==> src/rtl/sstq_pkg.sv <==
`default_nettype none
package sstq_pkg;

  localparam int SLOT_COUNT_DEF = 32;
  localparam int MAX_ADDRESSABLE = 32;
  localparam logic [31:0] ALL_ONES = 32'hffff_ffff;

  localparam logic [2:0] OP_TICK  = 3'd0;
  localparam logic [2:0] OP_ALLOC = 3'd1;
  localparam logic [2:0] OP_FREE  = 3'd2;
  localparam logic [2:0] OP_BIND  = 3'd3;
  localparam logic [2:0] OP_ARM   = 3'd4;

  localparam logic [1:0] KIND_GRANT   = 2'd0;
  localparam logic [1:0] KIND_NOFREE  = 2'd1;
  localparam logic [1:0] KIND_EXPIRED = 2'd2;

  localparam logic [1:0] ST_FREE  = 2'd0;
  localparam logic [1:0] ST_ALLOC = 2'd1;
  localparam logic [1:0] ST_ARMED = 2'd2;

  typedef struct packed {
    logic load;
    logic tick_inc;
    logic alloc_do;
    logic free_do;
    logic bind_do;
    logic wr_dl;
    logic arm_head;
    logic start_walk;
    logic adv;
    logic wr_link_prev;
    logic wr_link_self;
    logic emit_exp;
    logic finish_tick;
  } cmd_t;

  typedef struct packed {
    logic [2:0] op;
    logic       usable;
    logic [1:0] idx_st;
    logic       due;
    logic       head_zero;
    logic       ins_head;
    logic       walk_hit;
    logic       cont;
    logic       out_free;
  } sts_t;

endpackage
`default_nettype wire

==> src/rtl/sstq_ram.sv <==
`default_nettype none
module sstq_ram #(
  parameter int WIDTH = 32,
  parameter int DEPTH = 32
) (
  input  wire logic                     clk,
  input  wire logic                     we,
  input  wire logic [$clog2(DEPTH)-1:0] waddr,
  input  wire logic [WIDTH-1:0]         wdata,
  input  wire logic [$clog2(DEPTH)-1:0] raddr,
  output logic      [WIDTH-1:0]         rdata
);

  logic [WIDTH-1:0] mem [DEPTH];

  always_ff @(posedge clk) begin
    if (we) begin
      mem[waddr] <= wdata;
    end
    rdata <= mem[raddr];
  end

endmodule
`default_nettype wire

==> src/rtl/sstq_ctrl.sv <==
`default_nettype none
module sstq_ctrl (
  input  wire logic          clk,
  input  wire logic          rst,
  input  wire logic          in_valid,
  output logic               in_stall,
  input  wire sstq_pkg::sts_t sts,
  output sstq_pkg::cmd_t     cmd
);

  typedef enum logic [3:0] {
    S_IDLE, S_DECODE, S_AOUT, S_W_RL, S_W_RD, S_W_CMP, S_W_WS,
    S_TCHK, S_T_RL, S_T_RD, S_T_CMP
  } state_t;

  state_t state, state_next;

  assign in_stall = (state != S_IDLE);

  always_comb begin
    cmd        = '0;
    state_next = state;
    unique case (state)
      S_IDLE: begin
        if (in_valid) begin
          cmd.load   = 1'b1;
          state_next = S_DECODE;
        end
      end
      S_DECODE: begin
        state_next = S_IDLE;
        case (sts.op)
          sstq_pkg::OP_TICK: begin
            cmd.tick_inc = 1'b1;
            state_next   = S_TCHK;
          end
          sstq_pkg::OP_ALLOC: state_next = S_AOUT;
          sstq_pkg::OP_FREE:
            cmd.free_do = sts.usable && (sts.idx_st == sstq_pkg::ST_ALLOC);
          sstq_pkg::OP_BIND: cmd.bind_do = sts.usable;
          sstq_pkg::OP_ARM: begin
            if (sts.usable && (sts.idx_st != sstq_pkg::ST_ARMED)) begin
              cmd.wr_dl = 1'b1;
              if (sts.ins_head) begin
                cmd.arm_head = 1'b1;
              end else begin
                cmd.start_walk = 1'b1;
                state_next     = S_W_RL;
              end
            end
          end
          default: state_next = S_IDLE;
        endcase
      end
      S_AOUT: begin
        if (sts.out_free) begin
          cmd.alloc_do = 1'b1;
          state_next   = S_IDLE;
        end
      end
      S_W_RL: state_next = S_W_RD;
      S_W_RD: state_next = S_W_CMP;
      S_W_CMP: begin
        if (sts.walk_hit) begin
          cmd.wr_link_prev = 1'b1;
          state_next       = S_W_WS;
        end else begin
          cmd.adv    = 1'b1;
          state_next = S_W_RL;
        end
      end
      S_W_WS: begin
        cmd.wr_link_self = 1'b1;
        state_next       = S_IDLE;
      end
      S_TCHK: begin
        if (sts.due && !sts.head_zero) begin
          cmd.start_walk = 1'b1;
          state_next     = S_T_RL;
        end else begin
          state_next = S_IDLE;
        end
      end
      S_T_RL: state_next = S_T_RD;
      S_T_RD: state_next = S_T_CMP;
      S_T_CMP: begin
        if (sts.out_free) begin
          cmd.emit_exp = 1'b1;
          if (sts.cont) begin
            cmd.adv    = 1'b1;
            state_next = S_T_RL;
          end else begin
            cmd.finish_tick = 1'b1;
            state_next      = S_IDLE;
          end
        end
      end
      default: state_next = S_IDLE;
    endcase
  end

  always_ff @(posedge clk) begin
    if (rst) begin
      state <= S_IDLE;
    end else begin
      state <= state_next;
    end
  end

endmodule
`default_nettype wire

==> src/rtl/sstq_dp.sv <==
`default_nettype none
module sstq_dp #(
  parameter int SLOT_COUNT = sstq_pkg::SLOT_COUNT_DEF
) (
  input  wire logic                clk,
  input  wire logic                rst,
  input  wire sstq_pkg::cmd_t      cmd,
  output sstq_pkg::sts_t           sts,
  input  wire logic [2:0]          operation,
  input  wire logic [4:0]          slot_index,
  input  wire logic [3:0]          destination,
  input  wire logic signed [31:0]  payload,
  input  wire logic [31:0]         delay_ticks,
  output logic                     out_valid,
  input  wire logic                out_stall,
  output logic [1:0]               result_kind,
  output logic [4:0]               result_slot,
  output logic [3:0]               result_destination,
  output logic signed [31:0]       result_payload,
  output logic                     last_of_run
);

  localparam int ADDR = (SLOT_COUNT < sstq_pkg::MAX_ADDRESSABLE) ?
                        SLOT_COUNT : sstq_pkg::MAX_ADDRESSABLE;
  localparam int AW = $clog2(ADDR);
  localparam int NW = $clog2(ADDR + 1);

  logic [2:0]        op;
  logic [4:0]        idx;
  logic [3:0]        dest_in;
  logic [31:0]       pay_in;
  logic [31:0]       dl_new;
  logic [31:0]       tick_count;
  logic [31:0]       earliest;
  logic [AW-1:0]     head;
  logic [AW-1:0]     cur;
  logic [AW-1:0]     nxt;
  logic [NW-1:0]     n;
  logic [1:0]        status [ADDR];

  logic [AW-1:0]     idx_a;
  logic [AW-1:0]     link_rdata;
  logic [31:0]       dl_rdata;
  logic [31:0]       dl_eff;
  logic [3:0]        dest_rdata;
  logic [31:0]       pay_rdata;
  logic              link_we;
  logic [AW-1:0]     link_waddr;
  logic [AW-1:0]     link_wdata;
  logic              free_found;
  logic [AW-1:0]     free_low;
  logic              usable;

  assign idx_a  = idx[AW-1:0];
  assign usable = (idx != 5'd0) && ({1'b0, idx} < 6'(ADDR));
  assign dl_eff = (nxt == '0) ? sstq_pkg::ALL_ONES : dl_rdata;

  always_comb begin
    free_found = 1'b0;
    free_low   = '0;
    for (int i = ADDR - 1; i >= 1; i--) begin
      if (status[i] == sstq_pkg::ST_FREE) begin
        free_found = 1'b1;
        free_low   = AW'(i);
      end
    end
  end

  always_comb begin
    sts.op        = op;
    sts.usable    = usable;
    sts.idx_st    = status[idx_a];
    sts.due       = (earliest <= tick_count);
    sts.head_zero = (head == '0);
    sts.ins_head  = (dl_new <= earliest);
    sts.walk_hit  = (dl_new <= dl_eff);
    sts.cont      = (nxt != '0) && (({1'b0, n} + (NW+1)'(1)) < (NW+1)'(ADDR - 1)) &&
                    (dl_eff <= earliest);
    sts.out_free  = !out_valid || !out_stall;
  end

  assign link_we    = cmd.arm_head || cmd.wr_link_prev || cmd.wr_link_self;
  assign link_waddr = cmd.wr_link_prev ? cur : idx_a;
  assign link_wdata = cmd.arm_head ? head : (cmd.wr_link_prev ? idx_a : nxt);

  sstq_ram #(.WIDTH(AW), .DEPTH(ADDR)) u_link (
    .clk(clk), .we(link_we), .waddr(link_waddr), .wdata(link_wdata),
    .raddr(cur), .rdata(link_rdata)
  );

  sstq_ram #(.WIDTH(32), .DEPTH(ADDR)) u_deadline (
    .clk(clk), .we(cmd.wr_dl), .waddr(idx_a), .wdata(dl_new),
    .raddr(link_rdata), .rdata(dl_rdata)
  );

  sstq_ram #(.WIDTH(4), .DEPTH(ADDR)) u_dest (
    .clk(clk), .we(cmd.bind_do), .waddr(idx_a), .wdata(dest_in),
    .raddr(cur), .rdata(dest_rdata)
  );

  sstq_ram #(.WIDTH(32), .DEPTH(ADDR)) u_payload (
    .clk(clk), .we(cmd.bind_do), .waddr(idx_a), .wdata(pay_in),
    .raddr(cur), .rdata(pay_rdata)
  );

  always_ff @(posedge clk) begin
    if (cmd.load) begin
      op      <= operation;
      idx     <= slot_index;
      dest_in <= destination;
      pay_in  <= payload;
      dl_new  <= tick_count + delay_ticks;
    end
    if (cmd.start_walk) begin
      cur <= head;
      n   <= '0;
    end else if (cmd.adv) begin
      cur <= nxt;
    end
    if (cmd.emit_exp) begin
      n <= n + NW'(1);
    end
    nxt <= link_rdata;
  end

  always_ff @(posedge clk) begin
    if (rst) begin
      tick_count <= '0;
      earliest   <= sstq_pkg::ALL_ONES;
      head       <= '0;
      out_valid  <= 1'b0;
      for (int i = 0; i < ADDR; i++) begin
        status[i] <= (i == 0) ? sstq_pkg::ST_ARMED : sstq_pkg::ST_FREE;
      end
    end else begin
      if (cmd.tick_inc) begin
        tick_count <= tick_count + 32'd1;
      end
      if (cmd.arm_head) begin
        head     <= idx_a;
        earliest <= dl_new;
      end
      if (cmd.finish_tick) begin
        head     <= nxt;
        earliest <= dl_eff;
      end
      for (int i = 1; i < ADDR; i++) begin
        if (cmd.alloc_do && free_found && (free_low == AW'(i))) begin
          status[i] <= sstq_pkg::ST_ALLOC;
        end
        if (cmd.free_do && (idx_a == AW'(i))) begin
          status[i] <= sstq_pkg::ST_FREE;
        end
        if ((cmd.arm_head || cmd.wr_link_prev) && (idx_a == AW'(i))) begin
          status[i] <= sstq_pkg::ST_ARMED;
        end
        if (cmd.emit_exp && (cur == AW'(i))) begin
          status[i] <= sstq_pkg::ST_ALLOC;
        end
      end
      if (cmd.alloc_do || cmd.emit_exp) begin
        out_valid <= 1'b1;
      end else if (!out_stall) begin
        out_valid <= 1'b0;
      end
    end
  end

  always_ff @(posedge clk) begin
    if (cmd.alloc_do) begin
      result_kind        <= free_found ? sstq_pkg::KIND_GRANT : sstq_pkg::KIND_NOFREE;
      result_slot        <= free_found ? 5'(free_low) : 5'd0;
      result_destination <= 4'd0;
      result_payload     <= 32'sd0;
      last_of_run        <= 1'b1;
    end else if (cmd.emit_exp) begin
      result_kind        <= sstq_pkg::KIND_EXPIRED;
      result_slot        <= 5'(cur);
      result_destination <= dest_rdata;
      result_payload     <= pay_rdata;
      last_of_run        <= !sts.cont;
    end
  end

  a_empty_list_latest: assert property (@(posedge clk) disable iff (rst)
    (head == '0) |-> (earliest == sstq_pkg::ALL_ONES))
    else $error("empty list with finite earliest deadline");

  a_tick_only_on_cmd: assert property (@(posedge clk) disable iff (rst)
    !cmd.tick_inc |=> $stable(tick_count))
    else $error("tick count moved without a tick");

  a_no_overwrite: assert property (@(posedge clk) disable iff (rst)
    (out_valid && out_stall) |-> !(cmd.alloc_do || cmd.emit_exp))
    else $error("result overwritten while held");

endmodule
`default_nettype wire

==> src/rtl/sorted_software_timer_queue_top.sv <==
// Arm: written straight in at the list head, else the list is walked one entry at a time from the head.
// Tick expiry: each expired slot passes through the registered link and deadline reads.
// One transfer is taken at a time.
// Reset (rst, synchronous): all slots free, sentinel armed, list empty,
// tick count zero; slot RAMs are not cleared.
`default_nettype none
module sorted_software_timer_queue_top #(
  parameter int SLOT_COUNT = sstq_pkg::SLOT_COUNT_DEF
) (
  input  wire logic               clk,
  input  wire logic               rst,
  input  wire logic               in_valid,
  output logic                    in_stall,
  input  wire logic [2:0]         operation,
  input  wire logic [4:0]         slot_index,
  input  wire logic [3:0]         destination,
  input  wire logic signed [31:0] payload,
  input  wire logic [31:0]        delay_ticks,
  output logic                    out_valid,
  input  wire logic               out_stall,
  output logic [1:0]              result_kind,
  output logic [4:0]              result_slot,
  output logic [3:0]              result_destination,
  output logic signed [31:0]      result_payload,
  output logic                    last_of_run
);

  sstq_pkg::cmd_t cmd;
  sstq_pkg::sts_t sts;

  sstq_ctrl u_ctrl (
    .clk(clk), .rst(rst), .in_valid(in_valid), .in_stall(in_stall),
    .sts(sts), .cmd(cmd)
  );

  sstq_dp #(.SLOT_COUNT(SLOT_COUNT)) u_dp (
    .clk(clk), .rst(rst), .cmd(cmd), .sts(sts),
    .operation(operation), .slot_index(slot_index), .destination(destination),
    .payload(payload), .delay_ticks(delay_ticks),
    .out_valid(out_valid), .out_stall(out_stall),
    .result_kind(result_kind), .result_slot(result_slot),
    .result_destination(result_destination), .result_payload(result_payload),
    .last_of_run(last_of_run)
  );

endmodule
`default_nettype wire

==> config.mk <==
export PLATFORM = sky130hd
export DESIGN_NAME = sorted_software_timer_queue_top
export DESIGN_NICKNAME = d
export VERILOG_FILES = /design/src/rtl/sstq_pkg.sv /design/src/rtl/sstq_ram.sv /design/src/rtl/sstq_ctrl.sv /design/src/rtl/sstq_dp.sv /design/src/rtl/sorted_software_timer_queue_top.sv
export SDC_FILE = /design/constraint.sdc
export NUM_CORES = 2
export LEC_CHECK = 0
export ABC_CLOCK_PERIOD_IN_PS = 11910
export BUFFER_PORTS_ARGS = -buffer_cell sky130_fd_sc_hd__clkbuf_2
export CAP_MARGIN = 20
export CORE_MARGIN = 8
export CORE_UTILIZATION = 43
export CTS_CLUSTER_SIZE = 14
export DETAILED_ROUTE_END_ITERATION = 12
export SYNTH_ARGS = -nofsm -noshare
export SYNTH_HDL_FRONTEND = slang
export SYNTH_SLANG_ARGS = --single-unit
==> constraint.sdc <==
create_clock -name clk -period 11.91 [get_ports clk]
set_input_delay 0 -clock clk [delete_from_list [all_inputs] [get_ports clk]]
set_output_delay 0 -clock clk [all_outputs]
set_load 0.005 [all_outputs]
Word-level counts from Yosys, hierarchy flattened
Memories as Yosys holds them, arrays and structs flattened. A register that Yosys moved wholly into a read port is not among the register bits.
Index checks and enable logic that the tools add are counted.
{"block": "op_classes", "addsub": 4, "mul": 0, "div_mod_pow": 0, "order_cmp": 5, "n_eq_ne": 113, "n_shift": 0, "mux": 622, "bitwise": 124, "reduce_logical": 181}
{"op": "$mux W1", "count": 432}
{"op": "$mux W2", "count": 129}
{"op": "$eq A5 B5 Y1 const B", "count": 48}
{"op": "$mux W5", "count": 42}
{"op": "$logic_and A1 B1 Y1", "count": 130}
{"op": "$le A32 B32 Y1", "count": 4}
{"op": "$or A1 B1 Y1", "count": 124}
{"op": "$eq A5 B4 Y1 const B", "count": 24}
{"op": "$mux W32", "count": 3}
{"op": "$logic_not A2 Y1", "count": 31}
{"op": "$eq A5 B3 Y1 const B", "count": 12}
{"op": "$pmux W4 S10", "count": 1}
{"op": "$add A32 B1 Y32 const B", "count": 1}
{"op": "$add A32 B32 Y32", "count": 1}
{"op": "$eq A5 B2 Y1 const B", "count": 6}
{"op": "$mux W4", "count": 7}
{"op": "$eq A4 B3 Y1 const B", "count": 4}
{"op": "$eq A5 B1 Y1 const B", "count": 3}
{"op": "$eq A4 B4 Y1 const B", "count": 3}
{"op": "$mux W6", "count": 2}
{"op": "$pmux W4 S3", "count": 1}
{"op": "$logic_not A5 Y1", "count": 2}
{"op": "$reduce_bool A5 Y1", "count": 2}
{"op": "$mux W3", "count": 3}
{"op": "other kinds (19)", "count": 34}
{"block": "word_totals", "register_bits": 210, "latch_bits": 0, "ramBits": 2400, "mem_bits_ro": 0, "in_bits": 80, "out_inout_bits": 46, "wordCells": 1072, "memories": 5}
{"memory": "u_dp.u_deadline.mem", "depth": 32, "word_bits": 32, "read_ports": 1, "rd_clocked_by_memory_dff": 1, "wr": 1, "line_no": "sstq_ram.sv:14", "rtl": "logic [WIDTH-1:0] mem [DEPTH];"}
{"memory": "u_dp.u_payload.mem", "depth": 32, "word_bits": 32, "read_ports": 1, "rd_clocked_by_memory_dff": 1, "wr": 1, "line_no": "sstq_ram.sv:14"}
{"memory": "u_dp.u_link.mem", "depth": 32, "word_bits": 5, "read_ports": 1, "rd_clocked_by_memory_dff": 1, "wr": 1, "line_no": "sstq_ram.sv:14"}
{"memory": "u_dp.u_dest.mem", "depth": 32, "word_bits": 4, "read_ports": 1, "rd_clocked_by_memory_dff": 1, "wr": 1, "line_no": "sstq_ram.sv:14"}
{"memory": "u_dp.status", "depth": 32, "word_bits": 2, "read_ports": 32, "rd_clocked_by_memory_dff": 1, "wr": 32, "line_no": "sstq_dp.sv:39", "rtl": "logic [1:0] status [ADDR];"}

Depth between registers and ports, before layout
An unclocked memory read counts as a cell.
{"block": "depth", "ltp_word": 42, "mapped_depth": 17}

Hierarchy
Synthesis repeated with hierarchy kept, for this count alone.
{"block": "hier_totals", "cells_unflattened": 6928, "area_unflattened_um2": 110113.1}
{"mod": "sstq_ram (u_dp.u_deadline ...)", "instances": 2, "cells_per_inst": 2260, "area_each_um2": 40485.1, "seq_area_each_um2": 31390.1}
{"mod": "sstq_dp", "instances": 1, "cells_per_inst": 1831, "area_each_um2": 17189.0, "seq_area_each_um2": 7026.7}
{"mod": "sstq_ram (u_dp.u_link)", "instances": 1, "cells_per_inst": 277, "area_each_um2": 6344.8, "seq_area_each_um2": 4904.7}
{"mod": "sstq_ram (u_dp.u_dest)", "instances": 1, "cells_per_inst": 231, "area_each_um2": 5138.7, "seq_area_each_um2": 3923.8}
{"mod": "sstq_ctrl", "instances": 1, "cells_per_inst": 69, "area_each_um2": 470.5, "seq_area_each_um2": 80.1}

Least setup slack after synthesis
No wires, ideal clock.
{"block": "synth_path", "path_kind": "reg-to-reg", "startpoint": "reg u_dp.nxt[0]", "endpoint": "mem u_dp.u_link.mem[0][0] in the netlist's numbering, data pin", "setup_time_ns": 0.454, "arrival_time_ns": 4.648, "required_time_ns": 11.456, "slack_ns": 6.808, "stages_incl_launch_ff": 17, "n_path_buf": 3, "synth_period_minus_slack_ns": 5.102, "path_cell_list": "dfxtp_1 -> or4_1 -> nor2_1 -> clkbuf_1 -> or2_2 -> inv_1 -> ha_1 -> nor2b_1 -> o21a_1 -> o21a_1 -> o21ai_0 -> nor4bb_1 -> o211ai_1 -> buf_2 -> buf_1 -> mux2i_1 -> o21ai_0"}
{"block": "synth_via", "elab_chain_cells": 7}
{"item": "start: declaration", "line_no": "sstq_dp.sv:37", "rtl": "logic [AW-1:0] nxt;"}
{"item": "start signal: assignment", "line_no": "sstq_dp.sv:123", "rtl": "nxt <= link_rdata;"}
{"item": "$logic_not A5 Y1", "line_no": "sstq_dp.sv:56", "rtl": "assign dl_eff = (nxt == '0) ? sstq_pkg::ALL_ONES : dl_rdata;"}
{"item": "$mux W32", "line_no": "sstq_dp.sv:56"}
{"item": "$le A32 B32 Y1", "line_no": "sstq_dp.sv:76", "rtl": "sts.walk_hit = (dl_new <= dl_eff);"}
{"item": "$mux W1", "line_no": "sstq_ctrl.sv:64", "rtl": "if (sts.walk_hit) begin"}
{"item": "$mux W1", "line_no": "sstq_ctrl.sv:23", "rtl": "unique case (state)"}
{"item": "$mux W5 (*) (2 in a row)", "line_no": "sstq_dp.sv:84", "rtl": "assign link_wdata = cmd.arm_head ? head : (cmd.wr_link_prev ? idx_a : nxt);"}
{"item": "named net u_dp.link_wdata[0]", "line_no": "sstq_dp.sv:49", "rtl": "logic [AW-1:0] link_wdata;"}
{"item": "end: declaration", "line_no": "sstq_ram.sv:14"}
Mark *: on every way through the listed nets, which the timed path passes. The rest lies on a longest branch.

Worst setup path after layout
{"block": "layout_path", "startpoint": "reg u_dp.nxt[0]", "endpoint": "mem u_dp.u_link.mem[30][1] in the netlist's numbering (enable)"}
{"block": "layout_via", "elab_chain_cells": 9, "elab_cells_between_ends": 10}
{"item": "$logic_not A5 Y1 (*)", "line_no": "sstq_dp.sv:56"}
{"item": "$mux W32 (*)", "line_no": "sstq_dp.sv:56"}
{"item": "$le A32 B32 Y1 (*)", "line_no": "sstq_dp.sv:76"}
{"item": "$mux W1 (*)", "line_no": "sstq_ctrl.sv:64"}
{"item": "$mux W1 (*)", "line_no": "sstq_ctrl.sv:23"}
{"item": "$logic_or A1 B1 Y1 (2 in a row)", "line_no": "sstq_dp.sv:82", "rtl": "assign link_we = cmd.arm_head || cmd.wr_link_prev || cmd.wr_link_self;"}
{"item": "$mux W1", "line_no": "sstq_ram.sv:17", "rtl": "if (we) begin"}
{"item": "$mux W1 (implied by the code)", "line_no": "sstq_ram.sv:18", "rtl": "mem[waddr] <= wdata;"}
Every way passes the cells marked *; elsewhere a longest branch is shown, timed or not.

==> summary.txt <==
Setup path
  – Reg2reg start: u_dp.nxt[0]$_DFF_P_
  – WP data required: between 10000 and 15000 ps
  – CP Launch Type: flop
  – CP max FO: 34
  – Crit path kind: flop to flop
  – Crit. Startpoint: u_dp.nxt[0]$_DFF_P_
  – Worst Setup End Kind: flop
  – Critical path arrival: approximately 6000 ps

Global route
  – Initial antenna violation count: 7
  – Largest net degree at the start of global routing: around 140
  – Overall Global Routing Usage: 0.2124
  – Vias in the first global route: about 57000
  – First-pass GRT wire length: a little over 400000 um
  – Grt total ovfl: 0

STA
  – Fin. Hold Viols: 0
  – Crit share post-route: 0.4538
  – Setup TNS: 0 ps
  – RSZ-0062 raised after global routing: false
  – Final setup violation count: 0
  – Slew @ Worst Pin: around 1100 ps
  – Slew margin rel.: 0.2342
  – Clock Skew: between 90 and 100 ps
  – Shortest period the worst path allows: 5405 ps
  – Final Slew Violations: 0
  – Fmax: ~0.19 GHz

Die
  – # IOs: between 100 and 150
  – Site Rows: ~180
  – Die height: 515.7 um
  – Starting Density: 0.4322
  – Die area: around 270000 sq um
  – Die X: approximately 520 um
  – Core area: about 250000 sq um

Route
  – Drt first pass iters: 5
  – Drc violations: 0
  – WL final: 286600 um
  – Post-route antenna net violation count: 0
  – 1st-iter DRT viols: about 6300
  – Routed via count: about 56000
  – WL/cell: slightly above 30 um
  – Via density: around 5.9

Finish
  – Total Nets Final: 6184
  – Most common cell after layout, fill and taps aside: edfxtp_1
  – Most frequent cells in the layout: 2492 x edfxtp_1, 744 x mux4_2, 333 x nand2_1, 303 x clkbuf_16, 188 x dfxtp_1
  – Area grow syn2layout: 15.79%
  – Layout cells sized above 1: 0.2632
  – Final Instance Area: ~120000 sq um

Clock network
  – CTS Root Cell: clkbuf_16
  – CTS buffer count: between 200 and 300
  – Worst-Skew Late Latency: ~950 ps
  – CTS Buffer Depth: 4
  – Post-CTS Setup Inserts: 0
  – H-Tree Depth: 5
  – CTS tree: yes
  – CTS clk-pin slew, worst paths: approximately 60 ps
  – Clock sink total: approximately 2700

Synth
  – Top FF cell, synth: edfxtp_1
  – Yosys warns: 0
  – Post-synthesis cell area: roughly 110000 sq um
  – Flops & latches, synth: 2686
  – Post-Synthesis Cells: approximately 5400
  – Post-synthesis sequential area ratio: 0.7331
  – Number of synthesized flops with an enable pin: between 2000 and 2500
  – Async SR Flop Fraction: 0
  – Yosys cell types: 82
  – Avg Inst Size Synth: a little under 20 sq um

Job
  – Max Cap Viol: 0

Power and ir drop
  – PwrDens: 160.9 nW/um^2
  – Leakage power: a little over 40 nW
  – Peak VDD IR: approximately 0.13 mV

Placement
  – Final HPWL DP: ~150000 um
  – DP Area: 112900 sq um
  – I/O Buffers: between 100 and 150
  – GP Congestion: ~0.89

Status
  – Outcome: complete, no violations

Min path
  – Worst hold path type: primary input to flop
  – Critical hold path startpoint: payload[24]
-- stage by stage --
step / util / hold WS, ps / setup WS (ps) / std cells / total power [mW]
after floorplan: - / 98.87 / 6808 / 5495 / 10.96
after global placement: 0.4544 / 177.3 / 6429 / 8806 / 11.17
after detailed placement: 0.4545 / 178.7 / 6557 / 8809 / 11.19
after CTS: 0.4986 / 17.58 / 6510 / 9476 / 20.13
after global routing: 0.5004 / 67.18 / 6151 / 9497 / 20.55
final: 0.5004 / 80.61 / 6505 / 9499 / 20.00
-- synth_stat cells, types with 9 or more instances --
master | count | area share
dfxtp_1 | 194 | 0.036
nor2_1 | 236 | 0.0083
buf_2 | 14 | 0.00065
nor2b_1 | 20 | 0.0012
o21ai_0 | 79 | 0.0037
nor3_1 | 53 | 0.0025
a21oi_1 | 86 | 0.0040
o31ai_1 | 10 | 0.00070
and2_1 | 11 | 0.00064
a31oi_1 | 9 | 0.00052
or2_2 | 25 | 0.0015
o221ai_1 | 14 | 0.0011
ha_1 | 161 | 0.019
nor3b_1 | 11 | 0.00077
buf_1 | 79 | 0.0028
mux2i_1 | 12 | 0.0011
inv_1 | 113 | 0.0040
a311oi_1 | 19 | 0.0015
a21o_1 | 22 | 0.0015
edfxtp_1 | 2492 | 0.70
nand4_1 | 24 | 0.0014
xnor2_1 | 52 | 0.0042
mux2_2 | 38 | 0.0040
a211oi_1 | 22 | 0.0015
nand2_1 | 334 | 0.012
mux4_2 | 744 | 0.16
nand3_1 | 69 | 0.0032
nor3b_2 | 10 | 0.0012
clkbuf_1 | 172 | 0.0060
o22ai_1 | 43 | 0.0025
a311o_1 | 14 | 0.0013
nor4_1 | 41 | 0.0024
or3_1 | 10 | 0.00058
and3_1 | 15 | 0.00087
nand2b_1 | 10 | 0.00058
o21a_1 | 21 | 0.0015
-- metal layers --
layer  track usage  vias up  share of wire
met5             0        -              0
met4       0.06063        0          0.028
met3       0.03319      463          0.066
met2        0.3573     2200           0.50
met1        0.2893    29866           0.41
li1              -    23303              -
-- critical path, stage by stage (launching register included) --
cell      delay (ps)
dfxtp_1          340
or4_1            580
nor2_4           630
or2_2            250
inv_1             60
ha_1             290
nor2b_1          130
o21a_1           160
o21a_1           170
o21ai_0          130
nor4bb_1         670
o211ai_1         190
buf_4            330
o32ai_1          310
a21oi_1          200
buf_4            240
nor2_1           340
-- flip-flops by register name (all words and copies together), names as in the netlist, 62 cells and up, named ones only --
signal	count
u_dp.u_deadline.mem	1024
u_dp.status	62
u_dp.u_payload.mem	1024
u_dp.u_link.mem	160
u_dp.u_dest.mem	128
-- worst paths after layout --
| kind | slack [ps] | endpoint | cells past startpoint |
|---|---|---|---|
| max reg2reg | 6500 | u_dp.u_link.mem[30][1]$_DFFE_PP_ | 16 |
| min | 80 | u_dp.pay_in[24]$_DFFE_PP_ | 2 |
| min reg2reg | 440 | u_dp.result_payload[21]$_SDFFE_PP0P_ | 2 |
| max | 6500 | u_dp.u_link.mem[30][1]$_DFFE_PP_ | 16 |
-- what timing repair did --
action / CTS / global route
resized for setup: 0 / 0
setup endpoints to repair: 0 / 0
hold buffers: 148 / 0
hold endpoints to repair: 171 / 0
-- area by class of cell --
cell class | count | area (sq um)
clock buffers | 377 | 8080
clock inverters | 142 | 1398
multi-input cells | 2418 | 27860
inverters | 115 | 436.7
well taps | 3330 | 4167
fillers | 19944 | 124100
diodes | 7 | 17.52
repair buffers | 424 | 3626
flip-flops and latches | 2686 | 78730
-- logic make-up after synthesis --
group	count (synthesis)	share of synthesized area
fa+ha+maj	162	0.01895
xor+xnor	60	0.004894
compound gates	432	0.02796
mux	794	0.1612
flops	2686	0.7331
buf+inv	391	0.01450
other cells	1	0.00003493
simple gates	902	0.03938
-- where the power goes --
group          leakage (nW)  internal [mW]  switching, mW
logic                  11.7          0.182          0.302
clock network          4.65           5.32           3.63
registers              24.2           10.4          0.135
total                  40.6           15.9           4.07
Note: power is estimated with default switching activity, not from simulation.
